### src/hw/rtl/aavr_pkg.sv
// ----------------------------------------------------------------------------
// aavr_pkg: shared types and constants for the axis-angle vector rotation
// Holds the beat payload types, the CORDIC step count and the arctangent table.
// ----------------------------------------------------------------------------
package aavr_pkg;

	localparam int unsigned CordicSteps = 20;
	localparam logic signed [33:0] CordicX0 = 34'sd652032874;

	typedef struct packed {
		logic signed [31:0] vx;
		logic signed [31:0] vy;
		logic signed [31:0] vz;
		logic signed [15:0] kx;
		logic signed [15:0] ky;
		logic signed [15:0] kz;
		logic [1:0]         quad;
	} item_t;

	typedef struct packed {
		logic signed [33:0] x;
		logic signed [33:0] y;
		logic signed [31:0] z;
	} cordic_t;

	function automatic logic signed [31:0] atan_turn(input int unsigned step);
		logic signed [31:0] r;
		case (step)
			0:       r = 32'sh20000000;
			1:       r = 32'sh12E4051E;
			2:       r = 32'sh09FB385B;
			3:       r = 32'sh051111D4;
			4:       r = 32'sh028B0D43;
			5:       r = 32'sh0145D7E1;
			6:       r = 32'sh00A2F61E;
			7:       r = 32'sh00517C55;
			8:       r = 32'sh0028BE53;
			9:       r = 32'sh00145F2F;
			10:      r = 32'sh000A2F98;
			11:      r = 32'sh000517CC;
			12:      r = 32'sh00028BE6;
			13:      r = 32'sh000145F3;
			14:      r = 32'sh0000A2FA;
			15:      r = 32'sh0000517D;
			16:      r = 32'sh000028BE;
			17:      r = 32'sh0000145F;
			18:      r = 32'sh00000A30;
			19:      r = 32'sh00000518;
			default: r = 32'sh00000000;
		endcase
		return r;
	endfunction

endpackage

### src/hw/rtl/aavr_cordic_cell.sv
// ----------------------------------------------------------------------------
// aavr_cordic_cell: one rotation step of the CORDIC chain
// Performs a single micro-rotation and passes the beat payload to the next cell.
// ----------------------------------------------------------------------------
module aavr_cordic_cell #(
	parameter int unsigned STEP = 0
) (
	input  logic              clk,
	input  logic              arst_n,
	input  logic              vld_in,
	input  aavr_pkg::cordic_t cor_in,
	input  aavr_pkg::item_t   item_in,
	output logic              vld_q,
	output aavr_pkg::cordic_t cor_q,
	output aavr_pkg::item_t   item_q
);

	logic signed [33:0] xs;
	logic signed [33:0] ys;
	aavr_pkg::cordic_t  nxt;

	always_comb begin
		xs = cor_in.x >>> STEP;
		ys = cor_in.y >>> STEP;
		if (cor_in.z >= 0) begin
			nxt.x = cor_in.x - ys;
			nxt.y = cor_in.y + xs;
			nxt.z = cor_in.z - aavr_pkg::atan_turn(STEP);
		end else begin
			nxt.x = cor_in.x + ys;
			nxt.y = cor_in.y - xs;
			nxt.z = cor_in.z + aavr_pkg::atan_turn(STEP);
		end
	end

	always_ff @(posedge clk or negedge arst_n) begin
		if (!arst_n) begin
			vld_q <= 1'b0;
		end else begin
			vld_q <= vld_in;
		end
	end

	always_ff @(posedge clk) begin
		cor_q  <= nxt;
		item_q <= item_in;
	end

endmodule

### config.mk
export PLATFORM = sky130hd
export DESIGN_NAME = aavr_cordic_cell
export DESIGN_NICKNAME = d
export VERILOG_FILES = /design/src/hw/rtl/aavr_pkg.sv /design/src/hw/rtl/aavr_cordic_cell.sv
export SDC_FILE = /design/constraint.sdc
export NUM_CORES = 1
export LEC_CHECK = 0
export ABC_CLOCK_PERIOD_IN_PS = 1500
export BUFFER_PORTS_ARGS = -buffer_cell sky130_fd_sc_hd__buf_4
export CAP_MARGIN = 20
export CORE_AREA = 2 2 192 194
export DETAILED_ROUTE_END_ITERATION = 16
export DIE_AREA = 0 0 194 196
export HOLD_SLACK_MARGIN = 0.12
export PLACE_DENSITY = 0.55
export SLEW_MARGIN = 30
export SYNTH_ARGS = -nofsm -noshare
export SYNTH_HDL_FRONTEND = slang
export SYNTH_SLANG_ARGS = --single-unit
### constraint.sdc
create_clock -name clk -period 1.5 [get_ports clk]
set_input_delay 0.3 -clock clk [delete_from_list [all_inputs] [get_ports clk]]
set_output_delay 0.3 -clock clk [all_outputs]
set_load 0.02 [all_outputs]
# --- Yosys cells after proc, flatten, opt, wreduce, memory -nomap -nowiden ---
# Index checks and enable logic that the tools add are counted.
word_totals:
  regBits: 247
  input_bits: 249
op_classes:
  add_sub_neg: 5
  magnitude_cmp: 1
  n_mux: 1
ops:
  columns: ["operator", "count"]
  rows:
  - ["$mux W100", 1]
  - ["$sub A34 B34 Y34", 2]
  - ["$add A34 B34 Y34", 1]
  - ["$add A32 B31 Y32 const B", 1]
  - ["$ge A32 B1 Y1 const B", 1]
  - ["$sub A32 B31 Y32 const B", 1]

# --- Longest topological paths before layout ---
# Gate-level depths: netlist (run 1).
logic_depth:
  ltp_word: 2
  ltp_mapped: 12
  mapped_depth_nobuf: 12

# --- Worst setup path after synthesis (run 1) ---
# OpenSTA, ideal clock, no wires.
synth_timing:
  path_type: "input port to flip-flop"
  from: "input port cor_in[32] (netlist name)"
  to: "register cor_q[86] (netlist name)"
  setup_ns: 0.120
  t_arrival_ns: 2.280
  t_required_ns: 1.380
  slack_ns: -0.900
  cell_stages: 11
  cell_sequence: "ha_1 fa_1 nor2b_1 o211ai_2 a21oi_1 or2_1 a21boi_2 o21ai_2 a21oi_1 a21oi_1 xnor2_1"
synth_lines:
  columns: ["element", "line_no", "text"]
  rows:
  - ["start: declaration", "aavr_cordic_cell.sv:11", "input aavr_pkg::cordic_t cor_in,"]
  - ["end signal: assignment", "aavr_cordic_cell.sv:45", "cor_q <= nxt;"]
  - ["end: declaration", "aavr_cordic_cell.sv:14", "output aavr_pkg::cordic_t cor_q,"]

==> results of run 1 <==
-- final timing paths --
path                            start                 to  cells past startpoint
hold / removal             cor_in[67]  cor_q[33]$_DFF_P_                      4
max in group asynchronous      arst_n    vld_q$_DFF_PN0_                      3
setup / recovery           cor_in[71]  cor_q[52]$_DFF_P_                     12
min in group asynchronous      arst_n    vld_q$_DFF_PN0_                      3
-- where the power goes --
group	internal [uW]	total (uW)	switching (uW)
registers	7240	7550	306
clock network	4400	7420	3030
logic	4010	8020	4020
total	15600	23000	7350
-- layout by cell type, fill, tap and decap left out, types with 8 or more instances in the layout --
cell type / Yosys / layout
buf_8: 0 / 8
buf_6: 17 / 49
a21o_1: 25 / 24
a21oi_1: 111 / 65
buf_4: 11 / 791
nor3_1: 18 / 15
nand3_1: 18 / 12
mux2i_1: 16 / 10
dlygate4sd3_1: 0 / 183
inv_4: 0 / 8
dfxtp_1: 245 / 236
o21ai_1: 7 / 18
inv_1: 96 / 79
nor2_2: 0 / 9
nor2b_4: 0 / 8
xnor2_1: 57 / 48
ha_4: 0 / 25
o21bai_1: 14 / 13
o21ai_2: 2 / 19
xor2_1: 9 / 9
a21oi_2: 3 / 43
nor2_1: 82 / 69
o211ai_1: 8 / 8
nand2_1: 45 / 35
o21a_1: 14 / 13
clkbuf_16: 0 / 31
xnor2_2: 0 / 9
ha_1: 100 / 73
o21ai_0: 55 / 23
nand2_2: 1 / 9
-- layer usage --
layer  GRT usage (%)  vias up  wire length, um
li1                -     5998                -
met1            36.2     5880            24200
met2            46.4      391            25800
met3            4.35       78             2810
met4            7.55        0             1450
met5               0        -                0
-- synthesized netlist by cell type (all sizes together), types with 3 or more instances --
library cell | n | area, um^2
xor2 | 9 | 78.8
a31oi | 10 | 62.6
nand4 | 6 | 37.5
xnor2 | 57 | 499
nand3 | 18 | 90.1
buf | 38 | 322
o21a | 14 | 105
inv | 100 | 375
and3 | 5 | 33.8
clkbuf | 6 | 22.5
nor2b | 17 | 106
a211oi | 9 | 72.6
nor3b | 3 | 22.5
a21o | 27 | 205
a21oi | 114 | 582
nor3 | 19 | 106
dfxtp | 245 | 4900
a221oi | 4 | 53.8
nor4 | 9 | 68.8
and2 | 4 | 27.5
o211ai | 11 | 97.6
fa | 4 | 80.1
nand2 | 46 | 175
nor2 | 82 | 308
a21boi | 4 | 37.5
o22ai | 6 | 43.8
nand2b | 13 | 81.3
o311ai | 4 | 42.6
mux2i | 16 | 160
or2 | 4 | 25.0
ha | 100 | 1250
o21bai | 14 | 105
o21ai | 64 | 328
a41oi | 4 | 42.6
o221ai | 3 | 26.3
nand3b | 4 | 30.0
o31ai | 15 | 136
or3 | 4 | 25.0
-- timing repair --
| action | CTS | global route |
|---|---|---|
| hold endpoints to repair | 183 | 0 |
| resized for setup | 169 | 129 |
| hold buffers | 183 | 0 |
| pin swaps | 117 | 93 |
| setup endpoints to repair | 65 | 57 |
| buffers inserted | 32 | 21 |
-- registers in the layout, indices dropped and copies added, names as in the netlist --
register	flops
item_q	146
vld_q	1
cor_q	99
-- per-stage QoR --
step	setup TNS [ps]	util (%)	power (uW)	setup WS [ps]	hold WS, ps
floorplan	-26510	-	10800	-751	4.41
finish	-20420	62.4	23000	-600	257
CTS	-18850	60.4	22700	-550	217
global route	-23670	62.4	23900	-630	274
detailed placement	-58450	50.0	14300	-1390	101
global placement	-58210	50.0	14300	-1370	100
-- logic make-up after synthesis --
| group | after synthesis |
|---|---|
| buffers and inverters | 146 |
| adders and majority gates | 104 |
| DFF | 246 |
| muxes | 16 |
| and+or+nand+nor | 241 |
| xor gates and xnor gates | 66 |
| AOI/OAI and AO/OA | 323 |
-- critical path, stage by stage --
cell      delay (ps)
buf_8            100
ha_4             270
and2_4           170
a221oi_4         330
a21oi_2          150
buf_4            160
o211ai_2         150
or3b_4           410
a21o_1           200
nor2b_4          130
o22ai_2          100
xnor2_1           80
-- final cells by class --
type	instances	area, um^2
tap	468	586
antenna	1	2.50
sequential	246	4950
timing repair buffer	1037	8560
clock inverter	14	154
inverter	102	458
multi-input combinational	750	6950
clock buffer	40	860
fill	3003	13600
==> results.sh, run 1 <==
export IMPL_synthMuxAreaShare_pct=1.44
export IMPL_slew_headroom_pct=61.6
export IMPL_postSynthCellCount=1142
export IMPL_post_route_min_period_ps=2100
export IMPL_drt_total_wl_um=54200
export IMPL_ys_warn_count=0
export IMPL_ios=496
export IMPL_grt_overflow=0
export IMPL_fmax_mhz=476
export IMPL_wl_per_cell_um=20.4
export IMPL_placedCellCount=2376
export IMPL_start_util_pct=30.7
export IMPL_async_flop_share_pct=0.407
export IMPL_rsz0062_at_grt="true"
export IMPL_netlist_area_um2=11100
export IMPL_grt_pass1_wl_um=79600
export IMPL_synthFlopType="dfxtp_1"
export IMPL_ant_nets=0
export IMPL_worst_pin_slew_ps=577
export IMPL_gp_congestion=0.917
export IMPL_synth_xor_area_share_pct=5.21
export IMPL_maxCapViolCount=0
export IMPL_htreeDepth=1
export IMPL_ys_seq_area_share_pct=44.4
export IMPL_hold_viol=0
export IMPL_avgSynthCellArea_um2=9.71
export IMPL_cts_buffers=30
export IMPL_synth_top_family_by_area="compound AO/OA/AOI/OAI gates"
export IMPL_endpoint_kind="flip-flop"
export IMPL_via_count=12300
export IMPL_area_growth_pct=103
export IMPL_cts_root_buf="clkbuf_16"
export IMPL_dr_pass1_iters=5
export IMPL_port_buffer_count=495
export IMPL_clock_sinks=246
export IMPL_timing_max_transition_violations_final=0
export IMPL_synth_seq_cells=246
export IMPL_antenna_found_initial=4
export IMPL_clkTransAtPathRegs_ps=60
export IMPL_postPlaceCellArea_um2=18100
export IMPL_synth_edf_count=0
export IMPL_p_per_area_nw_per_um2=1020
export IMPL_arrival_ps=2560
export IMPL_syn_nets=1495
export IMPL_grt_pass1_vias=12900
export IMPL_drc=0
export IMPL_status="finished, violations left"
export IMPL_path_max_fanout=6
export IMPL_clock_path_buffers=3
export IMPL_violations="negative setup slack"
export IMPL_die_area_um2=38000
export IMPL_finalNonFillerCells=2658
export IMPL_core_area_um2=36100
export IMPL_drt_vias_per_instance=4.65
export IMPL_setup_violations=55
export IMPL_synth_adder_area_share_pct=12.0
export IMPL_drive_gt1_share_pct=54.0
export IMPL_fin_area_um2=22500
export IMPL_worstPathRequired_ps=1960
export IMPL_hold_path_class="input pin to flip-flop"
export IMPL_std_cell_rows=70
export IMPL_grt_usage_pct=27.4
export IMPL_fin_crit_sh_pct=140
export IMPL_die_h_um=196
export IMPL_synth_simple_area_share_pct=10.8
export IMPL_initialDrtViolationCount=605
export IMPL_grt_max_degree=30
export IMPL_peakVddDrop_uv=1260
export IMPL_critPathLaunchType="input pin"
export IMPL_hpwlAfterDp_um=42200
export IMPL_cts_tree="built"
export IMPL_p_leak_uw=0.0106
export IMPL_num_nets_final=2520
export IMPL_crit_type="input pin to flip-flop"
export IMPL_worst_slack_ps=-600
export IMPL_synth_compound_area_share_pct=19.5
export IMPL_synth_distinct_cells=88
export IMPL_die_w_um=194
Note: power is estimated with default switching activity, not from simulation.
==> run 2: changes to the inputs <==
--- a/config.mk
+++ b/config.mk
@@ -8,11 +8,11 @@
 export ABC_CLOCK_PERIOD_IN_PS = 1500
 export BUFFER_PORTS_ARGS = -buffer_cell sky130_fd_sc_hd__buf_4
 export CAP_MARGIN = 20
-export CORE_AREA = 2 2 192 194
+export CORE_MARGIN = 2
+export CORE_UTILIZATION = 28
 export DETAILED_ROUTE_END_ITERATION = 16
-export DIE_AREA = 0 0 194 196
 export HOLD_SLACK_MARGIN = 0.12
-export PLACE_DENSITY = 0.55
+export PLACE_DENSITY = 0.51
 export SLEW_MARGIN = 30
 export SYNTH_ARGS = -nofsm -noshare
 export SYNTH_HDL_FRONTEND = slang
==> run 2 against run 1 <==
Die area up 8.4%. Non-clock buffer count is 36 higher. Fmax decreased by 3.5%. Routed wire length rose by 4.7%. Via count grew 0.98%. Hold slack worse by 14 ps. The run still ends with negative setup slack left. Global-route usage down 1.2 points. Core utilization shrank 3.6 points. Critical path type unchanged. Largest cell class unchanged.
==> results.sh, run 2 (synthesis gave the netlist of run 1 again) <==
export IMPL_dr_pass1_iters=5
export IMPL_fin_hold_ws_ps=242
export IMPL_ios=496
export IMPL_via_count=12500
export IMPL_largest_register="item_q"
export IMPL_p_leak_uw=0.0108
export IMPL_fin_setup_tns_ps=-24300
export IMPL_layout_commonest_cell="buf_4"
export IMPL_fin_crit_sh_pct=145
export IMPL_area_growth_pct=106
export IMPL_grt_max_degree=50
export IMPL_drt_vias_per_instance=4.54
export IMPL_core_area_um2=38900
export IMPL_p_sw_share_pct=32.3
export IMPL_fmax_mhz=460
export IMPL_grt_pass1_wl_um=81800
export IMPL_internal_power_uw=15600
export IMPL_antenna_found_initial=6
export IMPL_slew_headroom_pct=65.6
export IMPL_regArea_um2=4930
export IMPL_die_h_um=203
export IMPL_cts_tree="built"
export IMPL_rsz0062_at_grt="true"
export IMPL_gp_congestion=0.894
export IMPL_pre_cts_ws_ps=-1370
export IMPL_multi_input_area_um2=7020
export IMPL_ant_nets=0
export IMPL_status="finished, violations left"
export IMPL_htreeDepth=1
export IMPL_fillCellCount=3352
export IMPL_clock_path_buffers=3
export IMPL_hold_viol=0
export IMPL_drive_gt1_share_pct=54.4
export IMPL_grt_pass1_vias=13000
export IMPL_drt_total_wl_um=56700
export IMPL_clock_sinks=246
export IMPL_worstPathRequired_ps=2000
export IMPL_timing_max_transition_violations_final=0
export IMPL_p_per_area_nw_per_um2=1010
export IMPL_num_nets_final=2555
export IMPL_post_route_min_period_ps=2180
export IMPL_cts_root_buf="clkbuf_16"
export IMPL_std_cell_rows=72
export IMPL_clkTransAtPathRegs_ps=70
export IMPL_drc=0
export IMPL_largest_register_ffs=146
export IMPL_clkPwrFrac_pct=31.8
export IMPL_peakVddDrop_uv=951
export IMPL_cts_buffers=29
export IMPL_p_sw_uw=7450
export IMPL_worst_pin_slew_ps=514
export IMPL_wl_per_cell_um=20.7
export IMPL_reg_top3="item_q: 146 flops, cor_q: 99 flops, vld_q: 1 flops"
export IMPL_violations="negative setup slack"
export IMPL_postPlaceCellArea_um2=18300
export IMPL_grt_usage_pct=26.2
export IMPL_initialDrtViolationCount=561
export IMPL_endpoint_kind="flip-flop"
export IMPL_die_w_um=203
export IMPL_worst_slack_ps=-675
export IMPL_layout_common_cells="827 x buf_4, 241 x dfxtp_1, 184 x dlygate4sd3_1"
export IMPL_arrival_ps=2670
export IMPL_hold_path_class="input pin to flip-flop"
export IMPL_die_area_um2=41200
export IMPL_start_util_pct=28.5
export IMPL_maxCapViolCount=0
export IMPL_setup_violations=58
export IMPL_finalPower_uw=23100
export IMPL_port_buffer_count=495
export IMPL_grt_overflow=0
export IMPL_fin_area_um2=22900
export IMPL_hpwlAfterDp_um=43800
export IMPL_combPwrFrac_pct=35.6
export IMPL_crit_type="input pin to flip-flop"
export IMPL_path_max_fanout=3
export IMPL_power_frac_seq_pct=32.6
export IMPL_critPathLaunchType="input pin"
[run 2: what timing repair did]
action | in CTS | in global routing
pin swaps | 103 | 138
resized for setup | 150 | 148
hold buffers | 184 | 0
hold endpoints to repair | 184 | 0
endpoints found under the setup margin | 59 | 60
buffers inserted | 33 | 35
[run 2: cell type report]
class / instances / area share, %
sequential: 246 / 21.6
clock buffer: 36 / 3.46
clock inverter: 17 / 0.814
multi-input combinational: 750 / 30.7
timing repair buffer: 1073 / 38.6
antenna: 2 / 0.0219
inverter: 102 / 2.01
tap: 518 / 2.83
[run 2: critical path, cell delays in order]
cell and delay (ps):
buf_12 110, buf_6 110, ha_4 160, fa_2 350, nor2b_4 140, o211ai_2 190
a21oi_2 110, o211ai_1 260, a31oi_1 140, a211oi_2 370, o31ai_4 130, a2bb2oi_2 170
xnor2_1 120
[run 2: routing by layer]
layer  wire [um]  track usage, %  part of all wire (%)  vias to the layer above
met5          42               0                 0.074                        -
met4        1420            6.47                   2.5                        6
met3        3010            4.53                   5.3                       97
met2       27500            45.1                    48                      366
met1       24800            34.0                    44                     5950
li1            -               -                     -                     6049
[run 2: through the flow]
step / util (%) / cells
final: 58.8 / 2744
after detailed placement: 47.1 / 2451
after CTS: 56.6 / 2717
after global routing: 58.8 / 2744
after floorplan: - / 1142
after global placement: 47.1 / 2451
[run 2: worst paths after layout]
| kind | cells after the start | startpoint | endpoint |
|---|---|---|---|
| worst max-delay path | 13 | cor_in[32] | cor_q[98]$_DFF_P_ |
| worst min-delay path | 4 | cor_in[33] | cor_q[67]$_DFF_P_ |
| max in group asynchronous | 3 | arst_n | vld_q$_DFF_PN0_ |
| min in group asynchronous | 3 | arst_n | vld_q$_DFF_PN0_ |
[run 2: power by group through the flow]
stage	Combinational (uW)	Clock [uW]	Sequential, uW
6_report	8210	7350	7530
5_1_grt	8670	7750	7590
4_1_cts	7750	7480	7530
3_5_place_dp	6830	0	7660
3_3_place_gp	6830	0	7670
2_1_floorplan	2390	0	8450
==> run 3: changes to the inputs <==
--- a/config.mk
+++ b/config.mk
@@ -13,6 +13,7 @@
 export DETAILED_ROUTE_END_ITERATION = 16
 export HOLD_SLACK_MARGIN = 0.12
 export PLACE_DENSITY = 0.51
+export RECOVER_POWER = 50
 export SLEW_MARGIN = 30
 export SYNTH_ARGS = -nofsm -noshare
 export SYNTH_HDL_FRONTEND = slang
==> run 3 against run 2 <==
The flow still finishes with violations (negative setup slack). Total power is 0.24% lower. Final area decreased by 0.26%. Fmax shrank 0.28%. Routed wire length is 0.48% lower. Hold slack better by 1.0 ps. Worst setup slack got worse by 6.1 ps. Clock power hardly changed. Non-clock buffer count unchanged. Critical endpoint is now cor_q[92]$_DFF_P_. Highest routed layer unchanged.
==> results.sh, run 3 (synthesis gave the netlist of run 1 again) <==
export IMPL_status="finished, violations left"
export IMPL_violations="negative setup slack"
export IMPL_timing_max_transition_violations_final=0
export IMPL_dr_pass1_iters=5
export IMPL_ant_nets=0
export IMPL_via_count=12500
export IMPL_hpwlAfterDp_um=43800
export IMPL_maxCapViolCount=0
export IMPL_die_h_um=203
export IMPL_endpoint_kind="flip-flop"
export IMPL_grt_pass1_wl_um=81800
export IMPL_largest_register="item_q"
export IMPL_hold_path_class="input pin to flip-flop"
export IMPL_grt_max_degree=50
export IMPL_arrival_ps=2660
export IMPL_slew_headroom_pct=65.6
export IMPL_layout_common_cells="649 x buf_4, 241 x dfxtp_1, 184 x dlygate4sd3_1"
export IMPL_peakVddDrop_uv=952
export IMPL_clock_sinks=246
export IMPL_drc=0
export IMPL_clock_path_buffers=3
export IMPL_post_route_min_period_ps=2180
export IMPL_drt_total_wl_um=56500
export IMPL_reg_top3="item_q: 146 flops, cor_q: 99 flops, vld_q: 1 flops"
export IMPL_critPathSlowestCell="o41ai_4"
export IMPL_p_sw_share_pct=32.3
export IMPL_p_per_area_nw_per_um2=1010
export IMPL_clkPwrFrac_pct=31.9
export IMPL_gp_congestion=0.894
export IMPL_area_growth_pct=106
export IMPL_crit_type="input pin to flip-flop"
export IMPL_htreeDepth=1
export IMPL_cts_buffers=29
export IMPL_crit_top_cell="buf_4"
export IMPL_hold_depth=4
export IMPL_worstPathRequired_ps=1980
export IMPL_layout_commonest_cell="buf_4"
export IMPL_worst_slack_ps=-681
export IMPL_grt_usage_pct=26.2
export IMPL_ios=496
export IMPL_combPwrFrac_pct=35.4
export IMPL_final_util_pct=58.7
export IMPL_port_buffer_count=495
export IMPL_p_sw_uw=7440
export IMPL_path_buf_inv=5
export IMPL_core_area_um2=38900
export IMPL_crit_family="compound AO/OA/AOI/OAI gates"
export IMPL_postPlaceCellArea_um2=18300
export IMPL_fmax_mhz=458
export IMPL_cts_root_buf="clkbuf_16"
export IMPL_power_frac_seq_pct=32.7
export IMPL_start_util_pct=28.5
export IMPL_die_w_um=203
export IMPL_num_nets_final=2555
export IMPL_cts_tree="built"
export IMPL_fin_crit_sh_pct=145
export IMPL_rsz0062_at_grt="true"
export IMPL_internal_power_uw=15600
export IMPL_worst_pin_slew_ps=514
export IMPL_cpPeakStageDelay_ps=270
export IMPL_drive_gt1_share_pct=53.8
export IMPL_path_max_fanout=7
export IMPL_p_leak_uw=0.0107
export IMPL_hold_start="cor_in[33]"
export IMPL_hold_viol=0
export IMPL_grt_overflow=0
export IMPL_grt_pass1_vias=13000
export IMPL_setup_violations=59
export IMPL_antenna_found_initial=6
export IMPL_placedCellCount=2451
export IMPL_min_to="cor_q[67]$_DFF_P_"
export IMPL_initialDrtViolationCount=522
export IMPL_crit_path_cell_trace="buf_8 > inv_4 > ha_4 > buf_4 > buf_4 > nor4_2 > a31oi_1 > a21oi_2 > o211ai_1 > buf_4 > and3_4 > o41ai_4 > a21oi_2 > xnor2_2"
export IMPL_finalNonFillerCells=2745
export IMPL_largest_register_ffs=146
export IMPL_std_cell_rows=72
export IMPL_fin_area_um2=22800
export IMPL_clkTransAtPathRegs_ps=60
export IMPL_drt_vias_per_instance=4.54
export IMPL_wl_per_cell_um=20.6
export IMPL_critPathLaunchType="input pin"
export IMPL_die_area_um2=41200
run 3: changes by cell type in the layout (fill, tap and decap cells not counted), sizes merged:
cell | previous run | this run
buf | 889 | 711
clkbuf | 36 | 214
diode | 2 | 3
run 3: power groups by stage:
stage | logic (uW) | registers, uW | clock network [uW]
3_5_place_dp | 6830 | 7660 | 0
6_report | 8160 | 7530 | 7340
5_1_grt | 8620 | 7590 | 7750
4_1_cts | 7750 | 7530 | 7480
3_3_place_gp | 6830 | 7670 | 0
2_1_floorplan | 2390 | 8450 | 0
run 3: worst max path at each step:
stage	start	endpoint	slack [ps]	cells past startpoint
4_1_cts	cor_in[39]	cor_q[91]$_DFF_P_	-620	14
2_1_floorplan	cor_in[32]	cor_q[64]$_DFF_P_	-750	12
6_report	cor_in[39]	cor_q[92]$_DFF_P_	-680	14
5_1_grt	cor_in[32]	cor_q[98]$_DFF_P_	-770	13
3_3_place_gp	cor_in[33]	cor_q[65]$_DFF_P_	-1350	13
3_5_place_dp	cor_in[33]	cor_q[65]$_DFF_P_	-1370	13
run 3: layout make-up:
class / instances / area [um^2]
Tap cell: 518 / 648
Antenna cell: 3 / 7.51
Inverter: 102 / 460
Sequential cell: 246 / 4930
Timing Repair Buffer: 1073 / 8800
Clock inverter: 17 / 186
Fill cell: 3366 / 16100
Clock buffer: 36 / 792
Multi-Input combinational cell: 750 / 7010
run 3: worst min-delay path, delay by kind of cell:
kind | cells | cell delay [ps]
AO/OA/AOI/OAI | 1 | 70
adder cells (fa/ha/maj) | 1 | 180
buffers and inverters | 2 | 190
run 3: through the flow:
step	setup TNS [ps]	setup WS [ps]	hold WS, ps	total power [uW]
final	-24590	-681	243	23000
after global routing	-27910	-768	242	24000
after CTS	-21890	-619	186	22800
after detailed placement	-62530	-1370	126	14500
after global placement	-61380	-1350	128	14500
after floorplan	-26510	-751	4.41	10800
run 3: timing repair:
action	in CTS	in global routing
cloned	0	0
pin swaps	103	138
endpoints found under the hold margin	184	0
endpoints found under the setup margin	59	60
setup buffers	33	35
hold buffers	184	0
gates resized for setup	150	148
run 3: layer usage:
metal / vias up / track usage, % / part of all wire [%]
met5: - / 0 / 0.074
met4: 6 / 6.47 / 2.6
met3: 101 / 4.53 / 5.6
met2: 376 / 45.1 / 48
met1: 5917 / 34.0 / 43
li1: 6057 / - / -
